[src/rtl/core/chte_fifo.sv]
// Two-entry queue between the front and back ends.
`timescale 1ns / 1ps
module chte_fifo #(
	parameter int W = 8
) (
	input  logic clk,
	input  logic arst_n,
	input  logic wr,
	input  logic [W-1:0] wdata,
	output logic wr_ready,
	input  logic rd,
	output logic [W-1:0] rdata,
	output logic rd_valid
);
	logic [W-1:0] mem_q [2];
	logic wp_q;
	logic rp_q;
	logic [1:0] cnt_q;
	logic do_wr;
	logic do_rd;

	assign wr_ready = (cnt_q != 2'd2);
	assign rd_valid = (cnt_q != 2'd0);
	assign rdata = mem_q[rp_q];
	assign do_wr = wr && wr_ready;
	assign do_rd = rd && rd_valid;

	always_ff @(posedge clk) begin
		if (do_wr) begin
			mem_q[wp_q] <= wdata;
		end
	end

	always_ff @(posedge clk or negedge arst_n) begin
		if (!arst_n) begin
			wp_q <= 1'b0;
			rp_q <= 1'b0;
			cnt_q <= '0;
		end else begin
			if (do_wr) begin
				wp_q <= ~wp_q;
			end
			if (do_rd) begin
				rp_q <= ~rp_q;
			end
			cnt_q <= cnt_q + 2'(do_wr) - 2'(do_rd);
		end
	end
endmodule

[config.mk]
export PLATFORM = sky130hd
export DESIGN_NAME = chte_fifo
export DESIGN_NICKNAME = d
export VERILOG_FILES = /design/src/rtl/core/chte_fifo.sv
export SDC_FILE = /design/constraint.sdc
export NUM_CORES = 1
export LEC_CHECK = 0
export CAP_MARGIN = 20
export CORE_UTILIZATION = 51
export CTS_CLUSTER_DIAMETER = 200
export DETAILED_ROUTE_END_ITERATION = 10
export DONT_BUFFER_PORTS = 1
export PLACE_DENSITY = 0.66
export SLEW_MARGIN = 25
export SYNTH_ARGS = -nofsm -noshare
export SYNTH_HDL_FRONTEND = slang
export SYNTH_SLANG_ARGS = --single-unit
[constraint.sdc]
create_clock -name clk -period 2.3 [get_ports clk]
set_input_delay 0.345 -clock clk [delete_from_list [all_inputs] [get_ports clk]]
set_output_delay 0.345 -clock clk [all_outputs]
set_load 0.05 [all_outputs]
Word-level counts from Yosys, hierarchy flattened
Memories as Yosys holds them, arrays and structs flattened. Index checks and enable logic that the tools add are counted. Widths: inputs -> output; s select.

$add $sub $neg: 2. Eq/ne operators: 1. Mux-type cells: 2. Bitwise logic cells: 2. Reductions and logical operators: 3.

Operators with widths (count): $add 2x1->2 (1); $logic_and 1x1->1 (2); $mux 1 (2); $ne 2x2->1 const B (1); $not 1->1 (2); $reduce_bool 2->1 (1); $sub 2x1->2 (1).

Flip-flop bits (word level): 4. RAM bits: 16. Bits of input ports: 12. Word-level logic and storage cells: 14. Memories kept: 1.

Memories: mem_q (words 2, width 8, rd ports 1, clocked after Yosys merged registers in 0, write ports 1, line 15) `logic [W-1:0] mem_q [2];`.

Logic depth before layout (Yosys ltp)
Gate-level depths: netlist (run 1).

Word-level depth: 4. Depth in mapped cells: 7.

Worst setup path before layout (run 1)
Ideal clock, no wire load.

Kind: register to register. Start point: register cnt_q[1]. End point: register cnt_q[1]. Library setup time: 123 ps. Arrival: 1766 ps. Data required time: 2177 ps. Slack: 412 ps. Cell stages (with the launch flop): 8. Buffers on the path: 0. Cells stage by stage: dfrtp_1 -> or2_1 -> and2_4 -> ha_1 -> inv_1 -> ha_1 -> xnor2_1 -> xnor2_1.

RTL lines: from (decl) (line 18) `logic [1:0] cnt_q;`; from (signal assigned) (line 46) `cnt_q <= cnt_q + 2'(do_wr) - 2'(do_rd);`; $reduce_bool 2->1 (line 23) `assign rd_valid = (cnt_q != 2'd0);`; via rd_valid (line 13) `output logic rd_valid`; $logic_and 1x1->1 (line 26) `assign do_rd = rd && rd_valid;`; via do_rd (line 20) `logic do_rd;`; $sub 2x1->2 (line 46).

The timed path passes the listed nets, and every way through them passes these cells. A chain may end at the register's enable or synchronous reset.

Worst setup path after layout (run 1)
Start point: register rp_q. End point: output port rdata[5].

Word-level cells in the longest chain between the ends: 1.

RTL lines: from (decl) (line 17) `logic rp_q;`; from (signal assigned) (line 44) `rp_q <= ~rp_q;`; $mem_v2 2x8; to (decl) (line 12) `output logic [W-1:0] rdata,`.

Every way passes these cells.

==> reports/results.txt, run 1 <==
Place WS -> 584 ps
Max Slew Vio Count -> 0
Max Cap Viol -> 0
Clk buf depth -> 2
Worst Path Buf+Inv -> 0
PnR worst setup slack -> 500 ps
Type of origin of the critical path -> flop
Worst-case clock skew -> 2.07 ps
Max FO, Critical Path -> 9
Initial antenna violation count -> 0
I/O pins -> 22
DRT antenna net count -> 0
CP Capture Type -> output pin
Avg Cell Area, Syn -> 18.4 µm²
Hold Path Class -> in -> reg
Setup CP Type -> reg -> out
Core area -> 0.00135 mm²
GRT Total Usage -> 17.7%
Finish-stage setup viols -> 0
Final period util -> 78.3%
Relative slew slack -> 69.3%
Share of the synthesized area in the top cell type -> 62.0%
Die footprint -> 0.00168 mm²
Port-buffer cells -> 0
Crit-path max cell delay -> 580 ps
Die H -> 41.0 µm
Flops & latches, synth -> 20
Cell Area, Synth -> 774 µm²
Unrepaired setup endpoints after global routing -> false
Min cycle time layout -> 1800 ps
Post-CTS Setup Repair Bufs -> 0
Fin nets -> 64
Vias -> 367
Initial drt markers -> 1
Final setup TNS -> 0 ps
Status -> completed
ANT cells -> 0
Largest area contributor in the netlist -> edfxtp_1
Worst-Skew Late Latency -> 290 ps
Vias per std cell -> 5.73
R2R Setup Slk -> 570 ps
H-Tree Depth -> 1
Placer Congestion -> 0.634
Hold EP -> mem_q[1][7]
Fmax -> 0.556 GHz
WL/cell -> 18.5 µm
FF-to-FF Start -> cnt_q[1]
Clk sinks -> 20
Post-synthesis cell type count -> 14
First-pass GRT wire length -> 1660 µm
RR Endpoint -> cnt_q[1]
Final Hold Viols -> 0
Row count -> 13
CTS tree -> built
Reg clk slew, reported paths -> 100 ps
Synth Flop Type -> edfxtp_1
Post-synth ARST share -> 20.0%
Sequential share of the synthesized area -> 75.0%
CP required -> 1960 ps
GRT overflow -> 0
R2R depth -> 7
# DRC -> 0
Critical-path top delay cell -> dfrtp_1
Area Growth Syn to Fin -> 10.7%
Worst-Margin Slew -> 462 ps
CP top delay family -> flip-flops
Starting Density -> 57.4%
Hold Startpoint -> wdata[7]
Share of layout cells above drive strength 1 -> 16.3%
Hold depth -> 0
Largest net degree at the start of global routing -> 12
Cells after synthesis -> 42
Syn Nets -> 56
Ranking of synthesized cells by area -> edfxtp_1 62%, dfrtp_1 13%, mux2_1 12%
Clock root buffer -> clkbuf_4
Wirelength, routed -> 1190 µm
1st-pass router iterations -> 2
CTS Buf Count -> 3
EDFF count, synth -> 16
Number of global-route vias before repair -> 370
Yosys warns -> 0
Worst path arrival time -> 1460 ps
Worst-path cell chain -> mux2_1
Die Width -> 41.0 µm
==> kinds of logic (layout without fill, tap and decap cells) <==
| logic type | after synthesis | after routing | share of synthesized area, % |
|---|---|---|---|
| and+or+nand+nor | 6 | 6 | 4.52 |
| xor gates and xnor gates | 4 | 4 | 4.52 |
| adders and majority gates | 2 | 2 | 3.23 |
| DFF | 20 | 20 | 75.0 |
| muxes | 8 | 8 | 11.6 |
| buffers and inverters | 2 | 9 | 1.13 |
==> metal layers <==
| layer | track usage [%] | wire (µm) | vias to the layer above |
|---|---|---|---|
| met5 | 0 | 0 | - |
| met4 | 16.7 | 48 | 0 |
| met3 | 4.89 | 94 | 6 |
| met2 | 31.3 | 649 | 19 |
| met1 | 15.7 | 394 | 176 |
| li1 | - | - | 166 |
==> metrics by stage <==
step | area (µm²) | utilization (%) | std cells | hold slack, ps
after floorplan | 774 | - | 42 | 49.4
after global routing | 857 | 63.5 | 64 | 124
after detailed placement | 811 | 60.1 | 59 | 49.5
after CTS | 857 | 63.5 | 64 | 134
after global placement | 811 | 60.1 | 59 | 49.5
final | 857 | 63.5 | 64 | 139
==> state kept, by name, indices dropped and copies added, names as in the netlist <==
| signal | count |
|---|---|
| cnt_q | 2 |
| rp_q | 1 |
| mem_q | 16 |
| wp_q | 1 |
==> cell usage in the layout, fill, tap and decap left out <==
cell,count
or2_1,1
edfxtp_1,16
buf_4,3
dlygate4sd3_1,1
inv_1,1
mux2_1,8
clkbuf_8,1
ha_1,2
and3_1,1
xor2_1,1
and2_4,1
xnor2_1,3
nand2b_1,1
nand2_1,1
clkbuf_4,3
dfrtp_1,4
nor2_1,1
==> Yosys cell counts, types with 2 or more instances <==
master and instances:
dfrtp_1 4, edfxtp_1 16, ha_1 2, mux2_1 8, xnor2_1 3
==> how the worst max path moves through the flow <==
stage | cells past startpoint | startpoint | to | slack [ps]
floorplan | 7 | cnt_q[1] | cnt_q[1] | 410
global placement | 7 | cnt_q[1] | cnt_q[1] | 670
detailed placement | 7 | cnt_q[1] | cnt_q[1] | 580
CTS | 1 | rp_q | rdata[5] | 490
global route | 1 | rp_q | rdata[4] | 440
finish | 1 | rp_q | rdata[5] | 500
==> layout make-up <==
class | instances | area [µm²]
Clock buffer | 4 | 36.3
Inverter | 1 | 3.75
Timing Repair Buffer | 4 | 32.5
Fill cell | 107 | 493
Sequential cell | 20 | 581
Multi-Input combinational cell | 20 | 185
Tap cell | 15 | 18.8
==> what timing repair did <==
item                      in CTS  in global routing
hold buffers                   1                  0
hold endpoints to repair       4                  0
gates resized for setup        0                  0
Power of run 1 is left out: the tool's default activity adds up to more than one toggle a clock period on the data nets, which glitch-free logic cannot reach.
==> inputs of run 2 (changes only) <==
Settings changed: ABC_AREA set to 1, PLACE_DENSITY 0.66 to 0.69.
Clock period 2.3 ns to 1.6 ns, I/O delays scaled along.
==> run 2 against run 1 <==
  * Flip-flop and latch count is the same
  * Design area up 12%
  * Register-to-register slack worse by 340 ps
  * Die area increased by 6.6%
  * Utilization up 0.053 points
  * Critical endpoint is now rdata[7]
  * Largest cell class unchanged
==> reports/results.txt, run 2 <==
Status -> completed
Final Hold Viols -> 0 (unchanged)
Fmax -> 0.676 GHz
I/O pins -> 22 (unchanged)
Starting Density -> 55.0% (-2.4 points)
Crit path from -> rp_q
Type of origin of the critical path -> flop
Post-synthesis mux area share -> 0% (-12 points)
Ranking of synthesized cells by area -> edfxtp_1 58%, nand2_1 15%, dfrtp_1 12%
Relative slew slack -> 78.0% (+8.7 points)
Wirelength, routed -> 1130 µm (-4.5%)
Finish-stage setup viols -> 0 (unchanged)
Most frequent cells in the layout -> 32 x nand2_1, 16 x edfxtp_1, 11 x buf_4, 7 x inv_1, 4 x nand2_2
Max FO, Critical Path -> 10 (+1)
XOR/XNOR Fraction of Synth Area -> 0% (-4.5 points)
ANT cells -> 0 (unchanged)
Share of the synthesized area in the top cell type -> 58.0% (-4.0 points)
Crit path capture -> rdata[7]
Share of layout cells above drive strength 1 -> 25.0% (+8.7 points)
Initial drt markers -> 4 (+3)
Post-synthesis cell type count -> 12 (-2)
Port-buffer cells -> 0 (unchanged)
Synth Flop Type -> edfxtp_1
CTS Buf Count -> 3 (unchanged)
Min cycle time layout -> 1480 ps
CTS tree -> built
Die H -> 42.3 µm (+3.2%)
Final HPWL from detailed placement -> 815 µm
Post-synthesis adder-cell area fraction -> 3.02% (-0.21 points)
FF-to-FF Start -> cnt_q[0]
Vias per std cell -> 4.95 (-14%)
Avg Cell Area, Syn -> 11.3 µm² (-38%)
Largest area contributor in the netlist -> edfxtp_1
Worst-case clock skew -> 2.51 ps (+0.444 ps)
# DRC -> 0 (unchanged)
Core area -> 0.00151 mm² (+12%)
Reg clk slew, reported paths -> 100 ps (about the same)
DRT antenna net count -> 0 (unchanged)
Die Width -> 42.3 µm (+3.2%)
Post-synth ARST share -> 20.0% (unchanged)
GRT overflow -> 0 (unchanged)
Cell Area, Synth -> 828 µm² (+6.9%)
EDFF count, synth -> 16 (unchanged)
1st-pass router iterations -> 4 (+2)
Hold depth -> 0 (unchanged)
RR Endpoint -> cnt_q[1]
Max FFs per register -> 16 (unchanged)
Initial antenna violation count -> 0 (unchanged)
Vias -> 515 (+40%)
Sequential share of the synthesized area -> 70.1% (-4.9 points)
Worst-Margin Slew -> 330 ps (-132 ps)
Final setup TNS -> 0 ps (unchanged)
Setup CP Type -> reg -> out
R2R depth -> 10 (+3)
R2R Setup Slk -> 230 ps (-340 ps)
Hold Path Class -> in -> reg
Row count -> 14 (+1)
WL/cell -> 10.9 µm (-41%)
Yosys warns -> 0 (unchanged)
Most common cell after layout, fill and taps aside -> nand2_1
Cells after synthesis -> 73 (+74%)
H-Tree Depth -> 1 (unchanged)
Syn Nets -> 87 (+55%)
First-pass GRT wire length -> 1870 µm (+13%)
Post-synth top cells -> 32 x nand2_1, 16 x edfxtp_1, 7 x inv_1, 4 x dfrtp_1, 4 x nand2_2
Compound-gate portion of the synthesized area -> 0% (unchanged)
Hold Startpoint -> wdata[4]
Clk buf depth -> 2 (unchanged)
Clk sinks -> 20 (unchanged)
Flops & latches, synth -> 20 (unchanged)
Top Registers -> mem_q x16, cnt_q x2
Unrepaired setup endpoints after global routing -> false
Final period util -> 92.4%
Main combinational cell family by area after synthesis -> simple AND/OR/NAND/NOR gates
CP Capture Type -> output pin
Number of global-route vias before repair -> 495 (+34%)
Area Growth Syn to Fin -> 15.6%
Post-CTS Setup Repair Bufs -> 0 (unchanged)
Max Cap Viol -> 0 (unchanged)
Placer Congestion -> 0.683 (+7.7%)
CP required -> 1360 ps (-600 ps)
Clock root buffer -> clkbuf_4
Max Slew Vio Count -> 0 (unchanged)
Die footprint -> 0.00179 mm² (+6.6%)
Largest net degree at the start of global routing -> 12 (unchanged)
Most flops, register -> mem_q
Synth Area in Simple Gates -> 21.1% (+17 points)
Worst-Skew Late Latency -> 290 ps (about the same)
Fill cells -> 118 (+10%)
GRT Total Usage -> 14.6% (-3.2 points)
Worst path arrival time -> 1240 ps (-220 ps)
Fin nets -> 103 (+61%)
Most frequent cell after synthesis -> nand2_1
run 2: cell families after synthesis:
family / Yosys count
simple gates: 41
flops: 20
buf+inv: 10
fa+ha+maj: 2
run 2: worst min path at each step:
stage / to / slack (ps)
global placement: wp_q / -60
detailed placement: wp_q / -60
floorplan: cnt_q[0] / -60
global route: mem_q[1][4] / 20
CTS: mem_q[1][0] / 30
finish: mem_q[1][4] / 40
run 2: final cells by class:
type                            instances  area [µm²]  area share, %
Clock buffer                            3        22.5           2.35
Clock inverter                          1        3.75          0.392
Inverter                                9        36.3           3.79
Multi-Input combinational cell         43         200           20.9
Sequential cell                        20         582           60.8
Tap cell                               16        20.0           2.09
Timing Repair Buffer                   12        92.6           9.67
run 2: timing repair:
item	in CTS	in global routing
setup endpoints to repair	0	7
gates resized for setup	0	1
endpoints found under the hold margin	4	0
hold buffers	1	0
run 2: worst max-delay path, cell delays in order (launching register included):
cell	delay (ps)
dfrtp_2	510
inv_4	130
nand2_1	60
nand2_1	60
buf_4	190
run 2: metrics by stage:
step	worst slack [ps]	cell area [µm²]	util [%]	cells	hold WS [ps]
2_1_floorplan	93.9	828	-	73	-55.6
3_3_place_gp	268	920	61.0	99	-55.5
3_5_place_dp	232	920	61.0	99	-55.5
4_1_cts	38.3	956	63.5	104	28.7
5_1_grt	44.6	957	63.5	104	16.3
6_report	122	957	63.5	104	38.7
run 2: per-layer routing:
layer	wire length, µm	global-route usage [%]	vias up
met1	487	15.4	236
met2	566	25.8	17
met4	6	3.75	0
met3	72	6.90	2
li1	-	-	260
met5	0	0	-
Power of run 2 is left out for the same reason.
