**config.mk**
```make
export PLATFORM = sky130hd
export DESIGN_NAME = chte_front_flat
export DESIGN_NICKNAME = d
export VERILOG_FILES = /design/src/rtl/core/chte_pkg.sv /design/src/rtl/core/chte_ifs.sv /design/src/rtl/core/chte_front.sv /design/src/flat_wrapper.sv
export SDC_FILE = /design/constraint.sdc
export NUM_CORES = 1
export LEC_CHECK = 0
export ABC_AREA = 1
export BUFFER_PORTS_ARGS = -buffer_cell sky130_fd_sc_hd__buf_4
export CAP_MARGIN = 20
export CELL_PAD_IN_SITES_DETAIL_PLACEMENT = 0
export CELL_PAD_IN_SITES_GLOBAL_PLACEMENT = 2
export CORE_MARGIN = 1
export CORE_UTILIZATION = 40
export DETAILED_ROUTE_END_ITERATION = 7
export GPL_ROUTABILITY_DRIVEN = 0
export GPL_TIMING_DRIVEN = 1
export PLACE_DENSITY_LB_ADDON = 0.1
export SETUP_SLACK_MARGIN = 0.2
export SLEW_MARGIN = 20
export SYNTH_ARGS = -nofsm -noshare
export SYNTH_HDL_FRONTEND = slang
export SYNTH_SLANG_ARGS = --single-unit
export TNS_END_PERCENT = 10
```
**constraint.sdc**
```tcl
create_clock -name clk -period 13.9 [get_ports clk]
set_input_delay 2.78 -clock clk [delete_from_list [all_inputs] [get_ports clk]]
set_output_delay 2.78 -clock clk [all_outputs]
set_load 0.005 [all_outputs]
```
**src/rtl/core/chte_pkg.sv**
```systemverilog
// Package with shared constants of the chained hash table engine.
`timescale 1ns / 1ps
package chte_pkg;
	localparam logic [63:0] HASH_BASIS = 64'h0000_0000_8422_2325;
	localparam logic [63:0] HASH_PRIME = 64'h0000_0000_0000_01b3;
	localparam int unsigned CFG_W = 9;
	localparam logic [CFG_W-1:0] BUCKET_COUNT_RESET = 9'd256;
	localparam int unsigned HASH_ROUNDS = 8;
	localparam int unsigned MOD_BITS_PER_STEP = 4;
	localparam int unsigned MOD_STEPS = 64 / MOD_BITS_PER_STEP;
	localparam logic CMD_INSERT = 1'b0;
	localparam logic CMD_FIND = 1'b1;
endpackage

```
**src/rtl/core/chte_ifs.sv**
```systemverilog
// Valid/ready channel interfaces for command and result beats.
`timescale 1ns / 1ps
interface chte_in_if;
	logic valid;
	logic ready;
	logic cmd;
	logic signed [31:0] key;
	logic signed [31:0] value;
	modport source (output valid, cmd, key, value, input ready);
	modport sink (input valid, cmd, key, value, output ready);
endinterface


```
**src/rtl/core/chte_front.sv**
```systemverilog
// Front end: accepts command beats, hashes the key, reduces it to a bucket.
`timescale 1ns / 1ps
module chte_front #(
	parameter int BUCKETS = 256,
	parameter int BW = 8
) (
	input  logic clk,
	input  logic arst_n,
	chte_in_if.sink in,
	input  logic [chte_pkg::CFG_W-1:0] bucket_count,
	output logic push,
	output logic [65+BW-1:0] push_data,
	input  logic push_ready
);
	typedef enum logic [1:0] {F_IDLE, F_HASH, F_MOD, F_PUSH} fstate_t;

	fstate_t state_q;
	logic [63:0] wide_q;
	logic [63:0] h_q;
	logic [3:0] cnt_q;
	logic [8:0] rem_q;
	logic cmd_q;
	logic [31:0] key_q;
	logic [31:0] val_q;
	logic [8:0] n;
	logic [8:0] rem_nx;
	logic [63:0] h_sh;
	logic [7:0] b;

	always_comb begin
		if (bucket_count == '0) begin
			n = 9'd1;
		end else if (32'(bucket_count) > BUCKETS) begin
			n = 9'(BUCKETS);
		end else begin
			n = bucket_count;
		end
	end

	always_comb begin
		logic [8:0] t;
		rem_nx = rem_q;
		h_sh = h_q;
		for (int j = 0; j < chte_pkg::MOD_BITS_PER_STEP; j++) begin
			t = {rem_nx[7:0], h_sh[63]};
			h_sh = {h_sh[62:0], 1'b0};
			if (t >= n) begin
				t = t - n;
			end
			rem_nx = t;
		end
	end

	assign b = wide_q[7:0];
	assign in.ready = (state_q == F_IDLE);
	assign push = (state_q == F_PUSH);
	assign push_data = {cmd_q, key_q, val_q, BW'(rem_q)};

	always_ff @(posedge clk or negedge arst_n) begin
		if (!arst_n) begin
			state_q <= F_IDLE;
			cnt_q <= '0;
		end else begin
			case (state_q)
				F_IDLE: begin
					if (in.valid) begin
						cmd_q <= in.cmd;
						key_q <= in.key;
						val_q <= in.value;
						wide_q <= {{32{in.key[31]}}, in.key};
						cnt_q <= '0;
						rem_q <= '0;
						if (in.key[7:0] == 8'd0) begin
							h_q <= '0;
							state_q <= F_MOD;
						end else begin
							h_q <= chte_pkg::HASH_BASIS;
							state_q <= F_HASH;
						end
					end
				end
				F_HASH: begin
					if (b == 8'd0) begin
						cnt_q <= '0;
						state_q <= F_MOD;
					end else begin
						h_q <= (h_q ^ {56'd0, b}) * chte_pkg::HASH_PRIME;
						wide_q <= {8'd0, wide_q[63:8]};
						if (cnt_q == 4'(chte_pkg::HASH_ROUNDS - 1)) begin
							cnt_q <= '0;
							state_q <= F_MOD;
						end else begin
							cnt_q <= cnt_q + 4'd1;
						end
					end
				end
				F_MOD: begin
					rem_q <= rem_nx;
					h_q <= h_sh;
					cnt_q <= cnt_q + 4'd1;
					if (cnt_q == 4'(chte_pkg::MOD_STEPS - 1)) begin
						state_q <= F_PUSH;
					end
				end
				F_PUSH: begin
					if (push_ready) begin
						state_q <= F_IDLE;
					end
				end
				default: state_q <= F_IDLE;
			endcase
		end
	end
endmodule

```
**src/flat_wrapper.sv**
```systemverilog
// flat-port wrapper written by rule: the top's interface ports become plain ports
module chte_front_flat 
#(
	parameter int BUCKETS = 256,
	parameter int BW = 8
)
  (clk, arst_n, bucket_count, push, push_data, push_ready, in_valid, in_cmd, in_key, in_value, in_ready);
  chte_in_if in_i ();
  input  logic clk;
  input  logic arst_n;
  input  logic [chte_pkg::CFG_W-1:0] bucket_count;
  output logic push;
  output logic [65+BW-1:0] push_data;
  input  logic push_ready;
  input wire logic [$bits(in_i.valid)-1:0] in_valid;
  input wire logic [$bits(in_i.cmd)-1:0] in_cmd;
  input wire logic [$bits(in_i.key)-1:0] in_key;
  input wire logic [$bits(in_i.value)-1:0] in_value;
  output wire logic [$bits(in_i.ready)-1:0] in_ready;
  assign in_i.valid = in_valid;
  assign in_i.cmd = in_cmd;
  assign in_i.key = in_key;
  assign in_i.value = in_value;
  assign in_ready = in_i.ready;
  chte_front #(.BUCKETS(BUCKETS), .BW(BW)) u_core (.clk(clk), .arst_n(arst_n), .in(in_i), .bucket_count(bucket_count), .push(push), .push_data(push_data), .push_ready(push_ready));
endmodule
```
# Word level (Yosys, flattened, before mapping)
# Index checks and enable logic that the tools add are counted.
[word_totals]
wordCells = 69
input_bits = 78
reg_bits = 207
[classes]
n_addsub = 5
n_lt_le_gt_ge = 5
mul = 1
bitwise_logic = 1
n_reduce_logical = 13
n_eq_ne = 10
n_mux = 26
[ops]
columns = ["operator", "count"]
rows = [
  ["64-bit 2-to-1 mux", 4],
  ["64-bit one-hot mux with 3 select lines", 1],
  ["64-bit one-hot mux with 2 select lines", 1],
  ["64-bit by 9-bit multiplier with 64-bit output, second input constant", 1],
  ["64-bit by 8-bit bitwise XOR with 64-bit output", 1],
  ["8-bit 2-to-1 mux", 5],
  ["9-bit greater-or-equal comparator", 4],
  ["32-bit 2-to-1 mux", 1],
  ["8-bit subtractor", 4],
  ["9-bit 2-to-1 mux", 2],
  ["8-bit zero test", 2],
  ["8-bit one-hot mux with 2 select lines", 1],
  ["2-bit 2-to-1 mux", 6],
  ["4-bit 2-to-1 mux", 3],
  ["4-bit one-hot mux with 3 select lines", 1],
  ["4-bit AND reduction", 3],
  ["9-bit > comparator, second input constant", 1],
  ["9-bit zero test", 1],
  ["2-bit one-hot mux with 4 select lines", 1],
  ["3-bit AND reduction", 2],
  ["4-bit by 1-bit adder with 4-bit output, second input constant", 1],
  ["2-bit equality test, second input constant", 2],
  ["4-bit by 3-bit equality test with 1-bit output, second input constant", 1],
  ["4-bit equality test, second input constant", 1],
  ["other kinds (8)", 11],
]

# Logic depth before layout (Yosys ltp)
[logic_depth]
word_depth = 12
depth_mapped = 48

# Worst setup path before layout
# OpenSTA, ideal clock, no wires.
[synth_timing]
path_type = "input -> register"
startpoint = "in bucket_count[1] (netlist name)"
endpoint = "reg u_core.rem_q[3], data pin"
arrival_time_ns = 8.012
stages = 42
slack_ns = 5.628
n_path_buf = 2
required_time_ns = 13.639
path_cell_list = "nor4_1 nand2_1 nand2_1 nand2_1 ha_1 nand2_1 nor2_1 nand2_1 nand3_2 nand2_2 nand2_2 buf_6 nand2_1 o21ai_1 inv_1 ha_1 nand2_1 inv_1 [... 6 more ...] ha_1 nand2_1 inv_1 a21boi_0 nand4_2 inv_1 nand3_1 nand2_1 inv_1 ha_1 nand2_1 o21ai_0 a21o_1 nand2_1 nand2_2 inv_1 o21ai_0 a21oi_2"
[synth_between]
elab_chain_len = 12
word_cells_on_any_way = 17
cone_classes = "add/sub (4); order compare (5); mux (7); reduce/logical (1)"
[synth_rtl]
columns = ["item", "line", "text"]
rows = [
  ["from (decl)", "flat_wrapper.sv:11", "input logic [chte_pkg::CFG_W-1:0] bucket_count;"],
  ["9-bit > comparator", "chte_front.sv:33", "end else if (32'(bucket_count) > BUCKETS) begin"],
  ["9-bit 2-to-1 mux", "chte_front.sv:33", ""],
  ["9-bit 2-to-1 mux (*)", "chte_front.sv:31", "if (bucket_count == '0) begin"],
  ["8-bit subtractor / 9-bit greater-or-equal comparator (equally long branches)", "chte_front.sv:48, chte_front.sv:47", ""],
  ["8-bit 2-to-1 mux", "chte_front.sv:47", "if (t >= n) begin"],
  ["8-bit subtractor / 9-bit greater-or-equal comparator (equally long branches)", "chte_front.sv:48, chte_front.sv:47", ""],
  ["8-bit 2-to-1 mux", "chte_front.sv:47", ""],
  ["8-bit subtractor / 9-bit greater-or-equal comparator (equally long branches)", "chte_front.sv:48, chte_front.sv:47", ""],
  ["8-bit 2-to-1 mux", "chte_front.sv:47", ""],
  ["8-bit subtractor / 9-bit greater-or-equal comparator (equally long branches)", "chte_front.sv:48, chte_front.sv:47", ""],
  ["8-bit 2-to-1 mux (*)", "chte_front.sv:47", ""],
  ["8-bit one-hot mux with 2 select lines (*)", "chte_front.sv:64", "case (state_q)"],
  ["to (signal assigned)", "chte_front.sv:98", "rem_q <= rem_nx;"],
  ["to (decl)", "chte_front.sv:21", "logic [8:0] rem_q;"],
]
# Mark *: on every way between the ends. The rest lies on a longest branch, timed or not.
# A chain may end at the register's enable or synchronous reset.

# Worst setup path after layout
[layout_timing]
startpoint = "in bucket_count[5] (netlist name)"
endpoint = "reg u_core.rem_q[1], data pin"
[layout_between]
elab_chain_len = 12
word_cells_on_any_way = 17
cone_classes = "add/sub (4); order compare (5); mux (7); reduce/logical (1)"
[layout_rtl]
columns = ["item", "line"]
rows = [
  ["9-bit > comparator", "chte_front.sv:33"],
  ["9-bit 2-to-1 mux", "chte_front.sv:33"],
  ["9-bit 2-to-1 mux (*)", "chte_front.sv:31"],
  ["8-bit subtractor / 9-bit greater-or-equal comparator (equally long branches)", "chte_front.sv:48, chte_front.sv:47"],
  ["8-bit 2-to-1 mux", "chte_front.sv:47"],
  ["8-bit subtractor / 9-bit greater-or-equal comparator (equally long branches)", "chte_front.sv:48, chte_front.sv:47"],
  ["8-bit 2-to-1 mux", "chte_front.sv:47"],
  ["9-bit greater-or-equal comparator / 8-bit subtractor (equally long branches)", "chte_front.sv:47, chte_front.sv:48"],
  ["8-bit 2-to-1 mux", "chte_front.sv:47"],
  ["8-bit subtractor / 9-bit greater-or-equal comparator (equally long branches)", "chte_front.sv:48, chte_front.sv:47"],
  ["8-bit 2-to-1 mux (*)", "chte_front.sv:47"],
  ["8-bit one-hot mux with 2 select lines (*)", "chte_front.sv:64"],
]
# Marks and branches as above.

==> flow_metrics.tcl <==
set metrics [dict create \
    outcome "finished, final reports clean" \
    synth_edf_count 173 \
    diodes 0 \
    yosys.area.top_type "edfxtp_1" \
    tritoncts "yes" \
    post_cts_hold_buffer_count 0 \
    startpoint "bucket_count[5]" \
    max-cap-violations 0 \
    cts_setup_buffers 0 \
    drt-wirelength-per-cell_microns 17.5 \
    synth.most_common_cell "nand2_1" \
    ys.warnings.count 0 \
    sequential_area_share_after_synthesis_pct 25.4 \
    route.antenna.remaining_nets 0 \
    final_hold_viol_count 0 \
    worst-endpoint-required_ns 14.11 \
    worst-slew-pin-transition_ns 1.10 \
    number_of_standard_cells_after_synthesis 2708 \
    finClkSkew_ns 0.0233 \
    critical_path.startpoint_type "input port" \
    critPathCaptureType "flop" \
    synth_top_family_by_area "adder cells" \
    cell_repeated_most_along_the_worst_path "nand2_1" \
    drc 0 \
    hold_path.startpoint "u_core.cnt_q[0]$_DFFE_PN0P_" \
    path_clk_slew_ns 0.07 \
    hold_path.class "reg2reg" \
    compound_gate_portion_of_the_synthesized_area_pct 4.97 \
    area_delta_synth_final_pct 12.2 \
    all_layer_global_routing_usage_pct 24.0 \
    slew-limit-headroom_pct 26.3 \
    layout-drive-gt1-share_pct 7.90 \
    detail_route.wirelength_mm 62.3 \
    h_tree_level_count 4 \
    rsz0062_at_grt "no" \
    cts-root-buf "clkbuf_16" \
    worstPathArrival_ns 9.32 \
    cpPeakStageDelay_ns 0.44 \
    initial_util_pct 40.7 \
    adder_cell_share_of_the_synthesized_area_pct 32.2 \
    yosys_register_bits 179 \
    final.min_clock_period_ns 9.11 \
    max_clk_rate_ghz 0.110 \
    nNetsFinal 3343 \
    clk_path_buf_depth 2 \
    path_delay_family "simple AND/OR/NAND/NOR gates" \
    tritoncts.num_buffers 17 \
    setup-tns-final_ns 0 \
    cp_slowest_cell "ha_1" \
    post-dp-hpwl_mm 53.2 \
    grt_start_max_net_pins 66 \
    grt_antenna_before_repair 0 \
    post_synth_and_or_nand_nor_area_fraction_pct 22.8 \
    netlist_area_sq_mm 0.0210 \
    synth_common_cells "828 x nand2_1, 700 x inv_1, 229 x fa_1" \
    regToRegStartpoint "u_core.rem_q[1]$_SDFFCE_PN0P_" \
    core_area_sq_mm 0.0516 \
    first_pass_grt_wire_length_mm 98.4 \
    netlist.area_leader.share_pct 24.7 \
    synthArstFlopShare_pct 3.35 \
    clock_latency_ns 0.47 \
    worst-path-buf-inv 7 \
    synth-xor-area-share_pct 1.42 \
    vias_per_cell 4.77 \
    std_cell_rows 83 \
    synth_ff_type "edfxtp_1" \
    synth.top_cells.by_area "edfxtp_1 25%, fa_1 22%, nand2_1 15%, inv_1 13%, ha_1 10%" \
    syn_avg_cell_area_sq_um 7.76 \
    die-area_sq_mm 0.0534 \
    worstSetupPathType "in2reg" \
    synth.distinct_cells 44 \
    postSynthNetCount 3189 \
    floorplan.die.width_microns 231 \
    finalSetupViolCount 0 \
    die_h_microns 231 \
    path_max_fanout 13 \
    grt_pass1_vias 17600 \
    layout_worst_path_cycle_share_pct 65.5 \
    globalRoute.totalOverflow 0 \
    yosys-mux-area-fraction_pct 0.0477 \
    drt-pass1-iter-count 5 \
    detail_route.iter0.violations 1061 \
    routed-via-count 17000 \
    maxSlewViolCount 0 \
    top_level_ports 153 \
    port-buffer-count 152 \
    cts_sinks 179 \
    post_cts_resize_count 0 \
]
[worst paths after layout]
check | endpoint | slack [ns] | cells past startpoint
worst max-delay path | u_core.rem_q[1]$_SDFFCE_PN0P_ | 4.79 | 42
worst min-delay path | u_core.cnt_q[0]$_DFFE_PN0P_ | 0.51 | 1
worst max register to register | u_core.rem_q[1]$_SDFFCE_PN0P_ | 7.53 | 36
worst min register to register | u_core.cnt_q[0]$_DFFE_PN0P_ | 0.51 | 1
max in group asynchronous | u_core.cnt_q[3]$_DFFE_PN0P_ | 11.64 | 1
min in group asynchronous | u_core.state_q[1]$_DFFE_PN0P_ | 2.13 | 1
[per-stage QoR]
stage               cells  hold slack (ns)  instance area, sq um  utilization [%]  setup slack (ns)
floorplan            2708            0.479                 21000                -              5.63
global placement     3522            0.490                 23000             44.5              4.45
global route         3555            0.526                 23600             45.7              3.97
finish               3555            0.507                 23600             45.7              4.79
detailed placement   3522            0.503                 23000             44.5              4.37
CTS                  3554            0.516                 23500             45.6              4.86
[cells by family (layout without fill, tap and decap cells)]
kind of cell / count (synthesis) / count (layout)
simple gates: 1171 / 1171
buf+inv: 727 / 894
fa+ha+maj: 403 / 403
compound gates: 193 / 193
flops: 179 / 179
xor+xnor: 34 / 34
mux: 1 / 1
[state kept, by name, summed over array words and instances, names as in the netlist]
name / cells
u_core.wide_q: 36
u_core.val_q: 32
u_core.cmd_q: 1
u_core.rem_q: 8
u_core.key_q: 32
u_core.state_q: 2
u_core.h_q: 64
u_core.cnt_q: 4
[metal layers]
metal | track usage [%] | routed length [microns]
met1 | 34.5 | 30000
met2 | 39.0 | 29200
met3 | 2.81 | 2340
met4 | 4.66 | 800
met5 | 0 | 0
[layout make-up]
type | instances | area [sq um]
inverters | 704 | 2640
flip-flops and latches | 179 | 5350
clock buffers | 18 | 429
multi-input cells | 1802 | 12900
fillers | 5234 | 28000
repair buffers | 158 | 1210
clock inverters | 14 | 158
well taps | 680 | 851
[layout by cell type (no fill, tap or decap), drive strengths merged, types with 22 or more instances in the layout]
cell / netlist / routed
edfxtp: 173 / 173
o21ai: 63 / 63
nand3: 136 / 136
nor2: 129 / 129
ha: 174 / 174
xor2: 22 / 22
inv: 704 / 713
nand2: 835 / 835
fa: 229 / 229
buf: 7 / 158
a21oi: 104 / 104
Power is left out: the tool's default activity adds up to more than one toggle a clock period on the data nets, which glitch-free logic cannot reach.
